File: src/rtl/core/assert_macros.svh
// Assertion macros shared by the RTL of the address translation block.
// Depends on nothing; files that check their own logic include it by name.
`ifndef ASSERT_MACROS_SVH
`define ASSERT_MACROS_SVH

`ifndef SYNTHESIS

// Checks a property on every rising edge of clock while reset is low.
`define SRAT_ASSERT(lbl, prop, msg) \
   lbl: assert property (@(posedge clock) disable iff (reset) (prop)) else $error(msg);

// Checks that an expression is never true while reset is low.
`define SRAT_NEVER(lbl, expr, msg) \
   lbl: assert property (@(posedge clock) disable iff (reset) !(expr)) else $error(msg);

`else

`define SRAT_ASSERT(lbl, prop, msg)
`define SRAT_NEVER(lbl, expr, msg)

`endif

`endif

File: src/rtl/core/srat_pkg.sv
// Types and constants of the section range address translation block.
// Used by the chain cell and the top level; depends on nothing.
package srat_pkg;

   // Request commands.
   typedef enum logic {
      CMD_LOAD      = 1'b0,
      CMD_TRANSLATE = 1'b1
   } srat_cmd_type;

   // Configuration register indexes.
   typedef logic [7:0] srat_csr_index_type;
   localparam srat_csr_index_type CSR_FILE_ALIGNMENT = 8'd0;
   localparam srat_csr_index_type CSR_SECTION_COUNT  = 8'd1;

   localparam int ALIGN_WIDTH = 17;
   localparam int COUNT_WIDTH = 5;
   localparam logic [ALIGN_WIDTH-1:0] ALIGN_RESET = 17'd512;
   localparam logic [COUNT_WIDTH-1:0] COUNT_RESET = 5'd0;

   // One request on the input channel.
   typedef struct packed {
      srat_cmd_type command;
      logic [3:0]   slot;
      logic [31:0]  section_start;
      logic [31:0]  section_length;
      logic [31:0]  raw_pointer;
      logic [31:0]  rva;
   } srat_req_type;

   // One result on the output channel.
   typedef struct packed {
      logic [31:0] file_offset;
      logic        hit;
   } srat_rsp_type;

   // A request as it travels along the chain of cells.
   typedef struct packed {
      logic         valid;
      srat_req_type req;
      logic         hit;
      logic [31:0]  file_offset;
   } srat_token_type;

   // Control shared by every cell of the chain.
   typedef struct packed {
      logic                   advance;
      logic [31:0]            raw_mask;
      logic [COUNT_WIDTH-1:0] section_count;
   } srat_ctrl_type;

endpackage

File: src/rtl/core/srat_cell.sv
// One cell of the translation chain: holds a single section entry and checks
// the request passing through it. Depends on srat_pkg.
module srat_cell
   import srat_pkg::*;
#(
   parameter int CELL_INDEX = 0
) (
   input  logic           clock,
   input  logic           reset,
   input  srat_ctrl_type  ctrl,
   input  srat_token_type tok_i,
   output srat_token_type tok_o
);

   logic [31:0]    start_ff, start_in;
   logic [31:0]    end_ff, end_in;
   logic [31:0]    raw_ff, raw_in;
   srat_token_type tok_ff, tok_in;
   logic           load_here;
   logic           active;
   logic           in_range;

   // A load request writes this entry as it passes, if its slot is ours.
   always_comb begin
      load_here = ctrl.advance && tok_i.valid && (tok_i.req.command == CMD_LOAD)
                  && (32'(tok_i.req.slot) == 32'(CELL_INDEX));
      start_in  = tok_i.req.section_start;
      end_in    = tok_i.req.section_start + tok_i.req.section_length;
      raw_in    = tok_i.req.raw_pointer;
   end

   always_ff @(posedge clock) begin
      if (load_here) begin
         start_ff <= start_in;
         end_ff   <= end_in;
         raw_ff   <= raw_in;
      end
   end

   // Only the first matching entry among the searched ones claims a translation.
   always_comb begin
      active   = 32'(CELL_INDEX) < 32'(ctrl.section_count);
      in_range = (tok_i.req.rva >= start_ff) && (tok_i.req.rva < end_ff);
      tok_in   = tok_i;
      if (tok_i.valid && (tok_i.req.command == CMD_TRANSLATE) && !tok_i.hit
          && active && in_range) begin
         tok_in.hit         = 1'b1;
         tok_in.file_offset = tok_i.req.rva - start_ff + (raw_ff & ctrl.raw_mask);
      end
   end

   always_ff @(posedge clock) begin
      if (reset) begin
         tok_ff.valid <= 1'b0;
      end else if (ctrl.advance) begin
         tok_ff <= tok_in;
      end
   end

   assign tok_o = tok_ff;

endmodule

File: config.mk
export PLATFORM = sky130hd
export DESIGN_NAME = srat_cell
export DESIGN_NICKNAME = d
export VERILOG_FILES = /design/src/rtl/core/assert_macros.svh /design/src/rtl/core/srat_pkg.sv /design/src/rtl/core/srat_cell.sv
export SDC_FILE = /design/constraint.sdc
export NUM_CORES = 1
export LEC_CHECK = 0
export ABC_AREA = 0
export ABC_CLOCK_PERIOD_IN_PS = 10040
export BUFFER_PORTS_ARGS = -buffer_cell sky130_fd_sc_hd__buf_2
export CAP_MARGIN = 10
export CORE_MARGIN = 5
export CORE_UTILIZATION = 54
export CTS_CLUSTER_DIAMETER = 150
export DETAILED_ROUTE_END_ITERATION = 7
export HOLD_SLACK_MARGIN = 0.15
export PLACE_DENSITY = 0.92
export SKIP_LAST_GASP = 1
export SYNTH_ARGS = -nofsm -noshare
export SYNTH_HDL_FRONTEND = slang
export SYNTH_SLANG_ARGS = --single-unit
export TNS_END_PERCENT = 5
File: constraint.sdc
create_clock -name clock -period 10.04 [get_ports clock]
set_input_delay 0.502 -clock clock [delete_from_list [all_inputs] [get_ports clock]]
set_output_delay 0.502 -clock clock [all_outputs]
set_load 0.02 [all_outputs]
Yosys cells after proc, flatten, opt, wreduce, memory -nomap -nowiden
Index checks and enable logic that the tools add are counted.
- add/subtract/negate cells: 3
- order comparisons: 3
- muxes and demuxes: 1
- bitwise logic cells: 3
- reductions and logical operators: 11
- operator list (operator ; count):
    adder 32 bit ; 2
    bitwise AND 32 bit ; 1
    >= comparator 32 bit ; 1
    < comparator 32 bit ; 1
    2-to-1 mux 32 bit ; 1
    subtractor 32 bit ; 1
    logical AND 1 bit ; 8
    < comparator 1 x 5 -> 1 bit (first input constant) ; 1
    zero test 4 bit ; 1
    inverter 1 bit ; 2
    AND reduction 2 bit ; 1
    zero test 1 bit ; 1
- register bits: 263
- bits of input ports: 207
- output and inout bits: 167
- logic and storage cells: 33

Depth between registers and ports, before layout
Gate-level depths: netlist of run 1.
- depth after elaboration: 5
- gate-level depth with buffers: 14
- gate-level depth less buffers: 14

Worst setup path after synthesis of run 1
No wires, ideal clock.
- kind: input to register
- start point: input reset
- end point: register tok_ff (netlist bit tok_o[0]), enable pin
- setup time: 717 ps
- arrival: 7857 ps
- data required time: 9323 ps
- setup slack: 1467 ps
- cell stages on the path: 1
- buffers on the path: 0
- cells stage by stage: nor2b_1
- cells in the longest elaborated chain, start to end: 2
- RTL lines (what ; line ; text):
    start, declared ; srat_cell.sv:9 ; input logic reset,
    inverter 1 bit (no source line) ; -- ;
    AND reduction 2 bit (no source line) ; -- ;
    end signal, assigned ; srat_cell.sv:56 ; tok_ff <= tok_in;
    end, declared ; srat_cell.sv:18 ; srat_token_type tok_ff, tok_in;
No other way between the ends.
A chain may end at the register's enable or synchronous reset.

==> results of run 1 <==
## cells in the mapped netlist, drive strengths merged, types with 4 or more instances
library cell,count
a211oi,8
a21boi,5
a21o,54
a21oi,69
a221o,4
a31o,4
a31oi,5
a41oi,4
and2,4
and3,10
and4,4
clkbuf,9
edfxtp,262
fa,32
ha,126
inv,168
mux2,31
nand2,59
nand2b,9
nand3,9
nand4,15
nor2,36
nor2b,12
nor3,7
o21a,6
o21ai,30
or3,5
or4,4
xnor2,41
xor2,14
## worst max-delay path, cell delays in order (launching register included)
cell      delay [ps]
edfxtp_1         440
fa_1             580
inv_1            100
ha_1             390
and3_1           230
a221oi_4         320
nor3_1           110
or4_4            520
a221o_1          350
a31o_1           270
a311oi_2         260
xnor2_1           90
mux2_2           250
## layout make-up
type                    instances  area (µm²)  area share [%]
clock buffers                  32         737            4.18
clock inverters                20         233            1.32
diodes                          8        20.0           0.113
multi-input cells             643        5450            30.9
repair buffers                414        2260            12.8
flip-flops and latches        263        7890            44.7
well taps                     335         419            2.38
inverters                     168         631            3.57
## sequential cells by signal, indices dropped and copies added, names as in the netlist
name	flops
tok_o	167
raw_ff	32
start_ff	32
end_ff	32
## cell families after synthesis
kind of cell | synth area share, %
flip-flops | 56.4
AO/OA/AOI/OAI | 10.5
adder cells (fa/ha/maj) | 15.9
multiplexers | 2.64
AND/OR/NAND/NOR | 6.28
buffers and inverters | 4.83
XOR/XNOR | 3.44
## metal layers
layer	up-vias	GRT usage (%)	share of wire, %
met4	4	13.2	5.3
met5	-	0	0.052
met1	5096	32.7	37
li1	4816	-	-
met3	151	5.34	8.7
met2	631	44.5	49
## power groups by stage
stage | clock, mW | combinational [mW] | sequential (mW)
after detailed placement | 0 | 0.483 | 1.30
final | 1.09 | 0.508 | 1.28
after floorplan | 0 | 0.247 | 1.37
after global placement | 0 | 0.461 | 1.30
after CTS | 1.10 | 0.499 | 1.28
after global routing | 1.15 | 0.547 | 1.28
## worst max path at each step
stage,startpoint,endpoint,slack (ps),cells after the start
2_1_floorplan,reset,tok_o[0],1470,1
3_3_place_gp,tok_i[34],tok_o[30],5680,14
3_5_place_dp,tok_i[34],tok_o[30],5620,14
4_1_cts,start_ff[5],tok_o[30],5910,12
5_1_grt,start_ff[4],tok_o[30],5730,12
6_report,start_ff[5],tok_o[30],5880,12
## through the flow
step | hold slack, ps | cells
2_1_floorplan | 541 | 1084
6_report | 162 | 1883
5_1_grt | 152 | 1881
3_5_place_dp | 479 | 1787
3_3_place_gp | 476 | 1787
4_1_cts | 151 | 1871
## repair_timing
action | CTS | global route
endpoints found under the hold margin | 47 | 6
hold buffers | 32 | 4
setup buffers | 0 | 0
==> impl_metrics.prom, run 1 <==
# TYPE chip_impl_metric gauge
chip_impl_info{name="ys.flop_type",value="edfxtp_1"} 1
chip_impl_metric{name="r2r_slack",unit="ps"} 5880
chip_impl_metric{name="syn_area_per_cell",unit="µm²"} 12.9
chip_impl_metric{name="area_growth_syn_to_layout",unit="%"} 26.1
chip_impl_metric{name="syn-num-nets",unit=""} 1449
chip_impl_metric{name="finalCriticalPeriod",unit="ps"} 4160
chip_impl_info{name="holdCritPathClass",value="in2reg"} 1
chip_impl_metric{name="initial_utilization",unit="%"} 54.3
chip_impl_metric{name="core_area",unit="µm²"} 25800
chip_impl_metric{name="placement.cell_area",unit="µm²"} 16300
chip_impl_metric{name="yosysTopAreaCellShare",unit="%"} 56.3
chip_impl_metric{name="worst_hold_path.num_cells",unit=""} 1
chip_impl_metric{name="placement.setup.worst_slack",unit="ps"} 5620
chip_impl_metric{name="power.switching_fraction",unit="%"} 26.1
chip_impl_metric{name="worst_slew_pin_slew",unit="ps"} 1030
chip_impl_metric{name="worst-r2r-cell-count",unit=""} 12
chip_impl_metric{name="fillers",unit=""} 1766
chip_impl_metric{name="cts.clk_slew.worst_paths",unit="ps"} 60
chip_impl_info{name="timing.rr.start",value="start_ff[5]"} 1
chip_impl_metric{name="power.total",unit="mW"} 2.87
chip_impl_metric{name="drt-initial-drc-count",unit=""} 813
chip_impl_info{name="cell_type_contributing_the_most_total_cell_area_after_synthesis",value="edfxtp_1"} 1
chip_impl_metric{name="yosys_register_bits",unit=""} 263
chip_impl_metric{name="layout.cell_area.non_filler",unit="µm²"} 17600
chip_impl_metric{name="fp.dieArea",unit="µm²"} 29200
chip_impl_metric{name="drt_wl_total",unit="µm"} 40700
chip_impl_metric{name="cts.htree.levels",unit=""} 1
chip_impl_metric{name="pin_count_of_the_biggest_net_entering_global_routing",unit=""} 78
chip_impl_metric{name="timing.clock.skew",unit="ps"} 10.1
chip_impl_metric{name="routedWlPerCell",unit="µm"} 21.6
chip_impl_metric{name="yosys_warnings",unit=""} 0
chip_impl_metric{name="net_switching_component_of_the_power",unit="µW"} 751
chip_impl_metric{name="power.combinational.fraction",unit="%"} 17.7
chip_impl_metric{name="viasPerCell",unit=""} 5.68
chip_impl_info{name="hold_path_startpoint",value="tok_i[79]"} 1
chip_impl_info{name="mostFrequentLayoutCells",value="buf_2, edfxtp_1, inv_1"} 1
chip_impl_info{name="grt_setup_unrepaired",value="no"} 1
chip_impl_metric{name="die_w",unit="µm"} 171
chip_impl_info{name="r2r_end",value="tok_o[30]"} 1
chip_impl_metric{name="globalRouteTotalUtil",unit="%"} 26.4
chip_impl_metric{name="finish.utilization",unit="%"} 68.5
chip_impl_metric{name="nets",unit=""} 1883
chip_impl_metric{name="worstPathArrival",unit="ps"} 4450
chip_impl_metric{name="floorplan.io_pins",unit=""} 374
chip_impl_info{name="min_to",value="tok_o[79]"} 1
chip_impl_metric{name="detailed_place_hpwl",unit="µm"} 30300
chip_impl_metric{name="rows",unit=""} 59
chip_impl_metric{name="synth-async-reset-ratio",unit="%"} 0
chip_impl_info{name="startpoint_type",value="register"} 1
chip_impl_info{name="clock_tree.root_cell",value="clkbuf_16"} 1
chip_impl_metric{name="max_cap_viol_count",unit=""} 0
chip_impl_metric{name="share_of_layout_cells_above_drive_strength_1",unit="%"} 30.0
chip_impl_metric{name="synthesis.area",unit="µm²"} 14000
chip_impl_metric{name="peakVddDrop",unit="V"} 0.000140
chip_impl_metric{name="grt.overflow.total",unit=""} 0
chip_impl_metric{name="internal_power",unit="mW"} 2.12
chip_impl_metric{name="place.port_buffers",unit=""} 373
chip_impl_metric{name="postLayoutSetupSlackWorst",unit="ps"} 5880
chip_impl_metric{name="report.final.setup_viol",unit=""} 0
chip_impl_metric{name="synth.distinct_cells",unit=""} 61
chip_impl_metric{name="finalHoldViolations",unit=""} 0
chip_impl_metric{name="first_pass_grt_wire_length",unit="µm"} 59400
chip_impl_metric{name="via_count",unit=""} 10700
chip_impl_metric{name="cts_inserted_buffers",unit=""} 28
chip_impl_metric{name="dieHeight",unit="µm"} 171
chip_impl_info{name="critical_path_class",value="reg2reg"} 1
chip_impl_metric{name="final-max-slew-violation-count",unit=""} 0
chip_impl_metric{name="dr.pass1.iters",unit=""} 5
chip_impl_metric{name="antenna_violations_before_repair",unit=""} 8
chip_impl_metric{name="cts-resized-gates",unit=""} 0
chip_impl_metric{name="route.antenna.remaining_nets",unit=""} 0
chip_impl_metric{name="synth-edff-count",unit=""} 262
chip_impl_metric{name="route.detailed.drc",unit=""} 0
chip_impl_metric{name="power.static_leakage",unit="nW"} 8.07
chip_impl_metric{name="grt_pass1_vias",unit=""} 11000
chip_impl_metric{name="postSynthCellCount",unit=""} 1084
chip_impl_info{name="most_area_consuming_cells_after_synthesis",value="edfxtp_1, ha_1, fa_1"} 1
chip_impl_metric{name="clkSinkCount",unit=""} 263
chip_impl_metric{name="final.setup.tns",unit="ps"} 0
chip_impl_info{name="outcome",value="complete, no violations"} 1
chip_impl_metric{name="power_density",unit="nW/µm²"} 163
chip_impl_metric{name="worstPathRequired",unit="ps"} 10330
chip_impl_metric{name="maximum_buffer_depth_of_the_clock_tree",unit=""} 3
chip_impl_metric{name="relSlewSlack",unit="%"} 31.6
chip_impl_info{name="final_common_cell",value="buf_2"} 1
chip_impl_metric{name="clk-insertion-delay-late",unit="ps"} 540
chip_impl_metric{name="power.share.sequential",unit="%"} 44.5
chip_impl_metric{name="path_max_fanout",unit=""} 4
chip_impl_info{name="tritoncts",value="yes"} 1
chip_impl_metric{name="yosysSeqAreaShare",unit="%"} 56.4
chip_impl_metric{name="peak_freq",unit="GHz"} 0.240
chip_impl_metric{name="gpl.final_weighted_congestion",unit=""} 0.882
chip_impl_metric{name="power_frac_clock",unit="%"} 37.8
chip_impl_metric{name="final.period_utilization",unit="%"} 41.4
chip_impl_info{name="endpoint_kind",value="register"} 1
(Power assumes the default switching activity.)
==> inputs of run 2 (changes only) <==
Settings changed: ABC_AREA 0 to 1, ABC_CLOCK_PERIOD_IN_PS 10040 to 3900, CORE_UTILIZATION 54 to 55.
Clock period 10.04 ns to 3.9 ns, I/O delays scaled along.
==> run 2 against run 1 <==
  * Clock power rose to 2.5 times the previous value
  * Clock skew rose by 21 ps
  * Core utilization is 5.2 points higher
  * Setup slack worse by 5100 ps
  * Register-to-register slack worse by 5100 ps
  * Wire length grew 36%
  * Sequential power increased to 2.6 times the previous value
  * Critical endpoint is now tok_o[28]
==> impl_metrics.prom, run 2 <==
# TYPE chip_impl_metric gauge
chip_impl_metric{name="core_area",unit="µm²"} 27700
chip_impl_metric{name="worstPathArrival",unit="ps"} 3360
chip_impl_metric{name="yosysTopAreaCellShare",unit="%"} 51.0
chip_impl_metric{name="cts_inserted_buffers",unit=""} 28
chip_impl_metric{name="pin_count_of_the_biggest_net_entering_global_routing",unit=""} 61
chip_impl_metric{name="cts.htree.levels",unit=""} 1
chip_impl_metric{name="cts.clk_slew.worst_paths",unit="ps"} 70
chip_impl_info{name="holdCritPathClass",value="in2reg"} 1
chip_impl_metric{name="final-max-slew-violation-count",unit=""} 0
chip_impl_metric{name="nets",unit=""} 2564
chip_impl_metric{name="largest_register_ff_count",unit=""} 167
chip_impl_metric{name="detailed_place_hpwl",unit="µm"} 37800
chip_impl_info{name="netlist_top_cells_count",value="nand2_1, inv_1, edfxtp_1, ha_1, nand3_1"} 1
chip_impl_metric{name="synth.distinct_cells",unit=""} 40
chip_impl_metric{name="first_pass_grt_wire_length",unit="µm"} 82300
chip_impl_metric{name="route.antenna.remaining_nets",unit=""} 0
chip_impl_metric{name="globalRouteTotalUtil",unit="%"} 34.3
chip_impl_metric{name="routedWlPerCell",unit="µm"} 21.3
chip_impl_metric{name="placed_cells",unit=""} 2379
chip_impl_metric{name="area_growth_syn_to_layout",unit="%"} 32.4
chip_impl_metric{name="grt_pass1_vias",unit=""} 14900
chip_impl_metric{name="path_max_fanout",unit=""} 33
chip_impl_metric{name="route.detailed.drc",unit=""} 0
chip_impl_metric{name="max_cap_viol_count",unit=""} 0
chip_impl_metric{name="dr.pass1.iters",unit=""} 8
chip_impl_metric{name="clk-insertion-delay-late",unit="ps"} 560
chip_impl_metric{name="yosysSeqAreaShare",unit="%"} 51.2
chip_impl_metric{name="report.final.setup_viol",unit=""} 0
chip_impl_info{name="startpoint_type",value="register"} 1
chip_impl_metric{name="gpl.final_weighted_congestion",unit=""} 0.951
chip_impl_info{name="mostFrequentLayoutCells",value="nand2_1, buf_2, inv_1"} 1
chip_impl_metric{name="relSlewSlack",unit="%"} 41.1
chip_impl_metric{name="power_density",unit="nW/µm²"} 377
chip_impl_metric{name="cts_setup_buffers",unit=""} 0
chip_impl_metric{name="synth-async-reset-ratio",unit="%"} 0
chip_impl_metric{name="timing.clock.skew",unit="ps"} 30.9
chip_impl_info{name="outcome",value="complete, no violations"} 1
chip_impl_metric{name="fp.dieArea",unit="µm²"} 31500
chip_impl_metric{name="maximum_buffer_depth_of_the_clock_tree",unit=""} 3
chip_impl_info{name="critical_path_class",value="reg2reg"} 1
chip_impl_metric{name="antenna_violations_before_repair",unit=""} 4
chip_impl_metric{name="place.port_buffers",unit=""} 373
chip_impl_metric{name="postSynthCellCount",unit=""} 1629
chip_impl_metric{name="synthesis.area",unit="µm²"} 15400
chip_impl_metric{name="finalHoldViolations",unit=""} 0
chip_impl_metric{name="yosys_register_bits",unit=""} 263
chip_impl_metric{name="viasPerCell",unit=""} 5.55
chip_impl_metric{name="initial_utilization",unit="%"} 55.6
chip_impl_metric{name="via_count",unit=""} 14400
chip_impl_metric{name="syn_area_per_cell",unit="µm²"} 9.46
chip_impl_metric{name="syn-num-nets",unit=""} 1994
chip_impl_metric{name="die_w",unit="µm"} 177
chip_impl_metric{name="finalCriticalPeriod",unit="ps"} 3080
chip_impl_info{name="most_area_consuming_cells_after_synthesis",value="edfxtp_1, nand2_1, ha_1"} 1
chip_impl_metric{name="worstPathRequired",unit="ps"} 4190
chip_impl_metric{name="synth-edff-count",unit=""} 262
chip_impl_metric{name="worst-r2r-cell-count",unit=""} 11
chip_impl_info{name="endpoint_kind",value="register"} 1
chip_impl_metric{name="cts.hold.buffers_added",unit=""} 168
chip_impl_metric{name="fillers",unit=""} 1824
chip_impl_metric{name="peakVddDrop",unit="V"} 0.000323
chip_impl_metric{name="postLayoutSetupSlackWorst",unit="ps"} 822
chip_impl_metric{name="final.period_utilization",unit="%"} 78.9
chip_impl_metric{name="floorplan.io_pins",unit=""} 374
chip_impl_metric{name="cts-resized-gates",unit=""} 0
chip_impl_metric{name="drt_wl_total",unit="µm"} 55400
chip_impl_metric{name="dieHeight",unit="µm"} 177
chip_impl_metric{name="peak_freq",unit="GHz"} 0.325
chip_impl_info{name="tritoncts",value="yes"} 1
chip_impl_metric{name="worst_hold_path.num_cells",unit=""} 3
chip_impl_info{name="clock_tree.root_cell",value="clkbuf_16"} 1
chip_impl_info{name="post-synth-top-count-cell",value="nand2_1"} 1
chip_impl_metric{name="placement.setup.worst_slack",unit="ps"} 1010
chip_impl_info{name="cell_type_contributing_the_most_total_cell_area_after_synthesis",value="edfxtp_1"} 1
chip_impl_metric{name="worst_slew_pin_slew",unit="ps"} 881
chip_impl_metric{name="post_layout_nonfiller_instances",unit=""} 2603
chip_impl_metric{name="rows",unit=""} 61
chip_impl_metric{name="drt-initial-drc-count",unit=""} 1321
chip_impl_info{name="grt_setup_unrepaired",value="no"} 1
chip_impl_metric{name="grt.overflow.total",unit=""} 0
chip_impl_metric{name="power.static_leakage",unit="nW"} 10.0
chip_impl_info{name="final_common_cell",value="nand2_1"} 1
chip_impl_info{name="ys.flop_type",value="edfxtp_1"} 1
chip_impl_metric{name="share_of_layout_cells_above_drive_strength_1",unit="%"} 20.8
chip_impl_metric{name="yosys_warnings",unit=""} 0
chip_impl_metric{name="clkSinkCount",unit=""} 263
-- run 2: stage by stage --
stage | setup TNS [ps] | total power, mW | area, µm² | utilization (%) | hold slack, ps
final | 0 | 7.69 | 20400 | 73.7 | 236
after CTS | 0 | 7.56 | 20400 | 73.6 | 206
after global routing | 0 | 7.96 | 20400 | 73.7 | 230
after detailed placement | 0 | 4.77 | 17800 | 64.2 | 385
after floorplan | -100540 | 4.24 | 15400 | - | 264
after global placement | 0 | 4.73 | 17800 | 64.2 | 383
-- run 2: area by class of cell --
type,instances,area [µm²],area share [%]
Inverter,320,1200,5.89
Timing Repair Buffer,549,3650,17.9
Clock inverter,14,129,0.631
Clock buffer,38,800,3.92
Multi-Input combinational cell,1037,6260,30.7
Tap cell,378,473,2.32
Sequential cell,263,7890,38.6
Antenna cell,4,10.0,0.0490
-- run 2: critical path: stages (launching register included) --
cell	delay (ps)
edfxtp_1	480
inv_1	110
ha_1	310
nand2_1	80
o21ai_0	360
nand2_1	130
o211ai_1	140
nor2_1	160
nand2_4	330
nand3_4	430
nand2_1	190
nand2_1	70
-- run 2: metal layers --
| layer | share of wire, % | up-vias | track usage (%) |
|---|---|---|---|
| li1 | - | 6452 | - |
| met1 | 34 | 6666 | 39.7 |
| met2 | 50 | 1045 | 60.6 |
| met3 | 9.4 | 271 | 6.20 |
| met4 | 6.3 | 0 | 17.9 |
| met5 | 0 | - | 0 |
-- run 2: power by group --
group | internal [mW] | leakage, nW | switching (mW)
Sequential | 3.26 | 2.43 | 0.0403
Clock | 1.57 | 0.464 | 1.19
Combinational | 0.592 | 7.12 | 1.04
Total | 5.42 | 10.0 | 2.27
-- run 2: path summary, 6_finish.rpt --
check                    start    endpoint  slack [ps]
hold / removal        ctrl[37]  raw_ff[29]         240
hold reg to reg     tok_o[166]  tok_o[166]        1030
setup / recovery  start_ff[27]   tok_o[28]         820
setup reg to reg  start_ff[27]   tok_o[28]         820
-- run 2: kinds of logic (layout without fill, tap and decap cells) --
kind of cell,after synthesis,count (layout),share of synthesized area (%)
and+or+nand+nor,693,693,18.5
buffers and inverters,329,921,8.33
DFF,263,263,51.2
adders and majority gates,158,158,14.4
AOI/OAI and AO/OA,145,145,5.28
xor gates and xnor gates,41,41,2.33
other,0,4,0
==> inputs of run 3 (changes only) <==
Settings changed: ABC_AREA 1 to 0, ABC_CLOCK_PERIOD_IN_PS 3900 to 3000, CORE_UTILIZATION 55 to 54.
Clock period 3.9 ns to 3 ns, I/O delays scaled along.
==> run 3 against run 2 <==
  * The flow now finishes with violations (negative setup slack)
  * Via count fell by 13%
  * First-iteration DRC count rose by 0.45%
  * Combinational power rose by 34%
  * Core utilization rose by 4.7 points
  * Sequential cell count did not move
  * Sequential share of layout area rose by 0.43 points
  * Global-route usage fell by 0.66 points
  * Cell count fell by 17%
  * Highest routed layer is now met5
==> impl_metrics.prom, run 3 (same netlist as run 1, synthesis figures left out) <==
# TYPE chip_impl_metric gauge
chip_impl_info{name="final_common_cell",value="buf_2"} 1
chip_impl_metric{name="worst-r2r-cell-count",unit=""} 13
chip_impl_info{name="critical_path.endpoint",value="tok_o[30]"} 1
chip_impl_info{name="r2r_end",value="tok_o[30]"} 1
chip_impl_metric{name="dr.pass1.iters",unit=""} 6
chip_impl_metric{name="cts_inserted_buffers",unit=""} 29
chip_impl_metric{name="layout.cell_area.non_filler",unit="µm²"} 20200
chip_impl_info{name="timing.rr.start",value="raw_ff[3]"} 1
chip_impl_info{name="mostFrequentLayoutCells",value="buf_2, edfxtp_1, dlygate4sd3_1"} 1
chip_impl_info{name="violations",value="negative setup slack"} 1
chip_impl_info{name="outcome",value="finished with violations"} 1
chip_impl_info{name="startpoint_type",value="register"} 1
chip_impl_metric{name="worstPathArrival",unit="ps"} 4160
chip_impl_metric{name="finalCriticalPeriod",unit="ps"} 3860
chip_impl_info{name="grt_setup_unrepaired",value="yes"} 1
chip_impl_metric{name="peakVddDrop",unit="V"} 0.000411
chip_impl_metric{name="clk-insertion-delay-late",unit="ps"} 550
chip_impl_metric{name="globalRouteTotalUtil",unit="%"} 33.6
chip_impl_info{name="tritoncts",value="yes"} 1
chip_impl_info{name="clock_tree.root_cell",value="clkbuf_16"} 1
chip_impl_metric{name="power.static_leakage",unit="nW"} 9.33
chip_impl_metric{name="via_count",unit=""} 12600
chip_impl_metric{name="share_of_layout_cells_above_drive_strength_1",unit="%"} 33.9
chip_impl_metric{name="place.port_buffers",unit=""} 373
chip_impl_metric{name="gpl.final_weighted_congestion",unit=""} 0.892
chip_impl_info{name="hold_path_startpoint",value="ctrl[37]"} 1
chip_impl_info{name="endpoint_kind",value="register"} 1
chip_impl_metric{name="maximum_buffer_depth_of_the_clock_tree",unit=""} 3
chip_impl_metric{name="cts.htree.levels",unit=""} 1
chip_impl_metric{name="final.setup.tns",unit="ps"} -20370
chip_impl_metric{name="antenna_violations_before_repair",unit=""} 11
chip_impl_metric{name="report.final.setup_viol",unit=""} 46
chip_impl_metric{name="nets",unit=""} 2161
chip_impl_metric{name="power.total",unit="mW"} 10.0
chip_impl_metric{name="first_pass_grt_wire_length",unit="µm"} 74700
chip_impl_metric{name="routedWlPerCell",unit="µm"} 23.4
chip_impl_metric{name="route.antenna.remaining_nets",unit=""} 0
chip_impl_metric{name="relSlewSlack",unit="%"} 44.4
chip_impl_metric{name="rows",unit=""} 59
chip_impl_metric{name="grt.overflow.total",unit=""} 0
chip_impl_metric{name="worst_slew_pin_slew",unit="ps"} 831
chip_impl_metric{name="finish.utilization",unit="%"} 78.3
chip_impl_metric{name="route.detailed.drc",unit=""} 0
chip_impl_metric{name="drt-initial-drc-count",unit=""} 1327
chip_impl_info{name="crit_path_cell_trace",value="nand2_1, fa_1, inv_1, ha_4, and3_1, a221oi_4, nor3_1, or4_4, a221o_1, a31o_1, a311oi_2, xnor2_1, mux2_2"} 1
chip_impl_metric{name="worst_hold_margin",unit="ps"} 173
chip_impl_metric{name="path_max_fanout",unit=""} 2
chip_impl_metric{name="placed_cells",unit=""} 1927
chip_impl_metric{name="dieHeight",unit="µm"} 171
chip_impl_metric{name="pin_count_of_the_biggest_net_entering_global_routing",unit=""} 56
chip_impl_metric{name="final-max-slew-violation-count",unit=""} 0
chip_impl_metric{name="floorplan.io_pins",unit=""} 374
chip_impl_metric{name="critical_path_buf_inv_count",unit=""} 1
chip_impl_metric{name="initial_utilization",unit="%"} 54.3
chip_impl_metric{name="post_layout_nonfiller_instances",unit=""} 2162
chip_impl_metric{name="area_growth_syn_to_layout",unit="%"} 44.3
chip_impl_metric{name="clkSinkCount",unit=""} 263
chip_impl_metric{name="placement.cell_area",unit="µm²"} 17500
chip_impl_metric{name="postLayoutSetupSlackWorst",unit="ps"} -860
chip_impl_info{name="critical_path_class",value="reg2reg"} 1
chip_impl_metric{name="worstPathRequired",unit="ps"} 3300
chip_impl_metric{name="multi_input_comb_area",unit="µm²"} 5530
chip_impl_metric{name="r2r_slack",unit="ps"} -860
chip_impl_metric{name="finalHoldViolations",unit=""} 0
chip_impl_metric{name="largest_register_ff_count",unit=""} 167
chip_impl_info{name="crit_path_max_delay_cell_type",value="fa_1"} 1
chip_impl_metric{name="viasPerCell",unit=""} 5.81
chip_impl_metric{name="max_cap_viol_count",unit=""} 0
chip_impl_info{name="timing.critical_path.max_delay_family",value="compound AO/OA/AOI/OAI gates"} 1
chip_impl_metric{name="cts.clk_slew.worst_paths",unit="ps"} 70
chip_impl_metric{name="timing.critical_path.slowest_cell_delay",unit="ps"} 460
chip_impl_metric{name="power_density",unit="nW/µm²"} 497
chip_impl_metric{name="drt_wl_total",unit="µm"} 50500
chip_impl_info{name="cp-startpoint",value="raw_ff[3]"} 1
chip_impl_metric{name="detailed_place_hpwl",unit="µm"} 32700
chip_impl_info{name="holdCritPathClass",value="in2reg"} 1
chip_impl_metric{name="timing.clock.skew",unit="ps"} 16.1
chip_impl_metric{name="combined_flip_flop_and_latch_cell_area",unit="µm²"} 7890
chip_impl_metric{name="fillers",unit=""} 1346
chip_impl_metric{name="fp.dieArea",unit="µm²"} 29200
chip_impl_metric{name="die_w",unit="µm"} 171
chip_impl_metric{name="final.period_utilization",unit="%"} 129
chip_impl_metric{name="peak_freq",unit="GHz"} 0.259
chip_impl_metric{name="grt_pass1_vias",unit=""} 13100
chip_impl_metric{name="placement.setup.worst_slack",unit="ps"} -939
chip_impl_metric{name="crit_cells",unit=""} 13
chip_impl_metric{name="core_area",unit="µm²"} 25800
run 3: cell count changes in the layout (fill, tap and decap cells not counted), moves of 33 or more:
cell / delta
inv_1: -144
xnor2_1: +33
buf_4: +137
nand2_1: -401
a21o_1: +47
nand3_1: -83
nor2_1: -54
run 3: worst min path at each step:
stage | slack [ps] | end | cells after the start
finish | 170 | tok_o[94] | 2
global route | 180 | tok_o[88] | 2
detailed placement | 340 | tok_o[164] | 1
global placement | 340 | tok_o[164] | 1
CTS | 150 | tok_o[83] | 2
floorplan | 220 | tok_o[166] | 1
run 3: repair_timing:
action                                  CTS  global route
hold buffers                            169             0
buffers inserted                          2             2
gates resized for setup                   0             5
endpoints found under the setup margin   32            46
pin swaps                                 9             1
hold endpoints to repair                264             0
run 3: worst reg2reg max path, stage by stage, from the launching register on:
cell and delay [ps]:
edfxtp_1 450, nand2_1 150, fa_1 460, inv_1 140
ha_4 220, and3_1 200, a221oi_4 260, nor3_1 80
or4_4 440, a221o_1 350, a31o_1 220, a311oi_2 270
xnor2_1 110, mux2_2 260
run 3: area by class of cell:
type,instances,area share (%)
diodes,10,0.124
clock buffers,34,3.69
clock inverters,18,0.880
inverters,168,3.12
multi-input cells,643,27.4
flip-flops and latches,263,39.1
well taps,335,2.08
repair buffers,691,23.6
run 3: power breakdown:
group | internal, mW | total [mW] | switching (mW) | leakage [nW]
logic | 0.995 | 2.18 | 1.18 | 6.46
clock network | 2.03 | 3.57 | 1.53 | 0.441
registers | 4.24 | 4.29 | 0.0493 | 2.43
run 3: per-layer routing:
layer	wire (µm)	track usage, %
met2	24000	55.4
met4	4300	22.3
met5	37	0
met3	5290	8.62
met1	16900	38.9
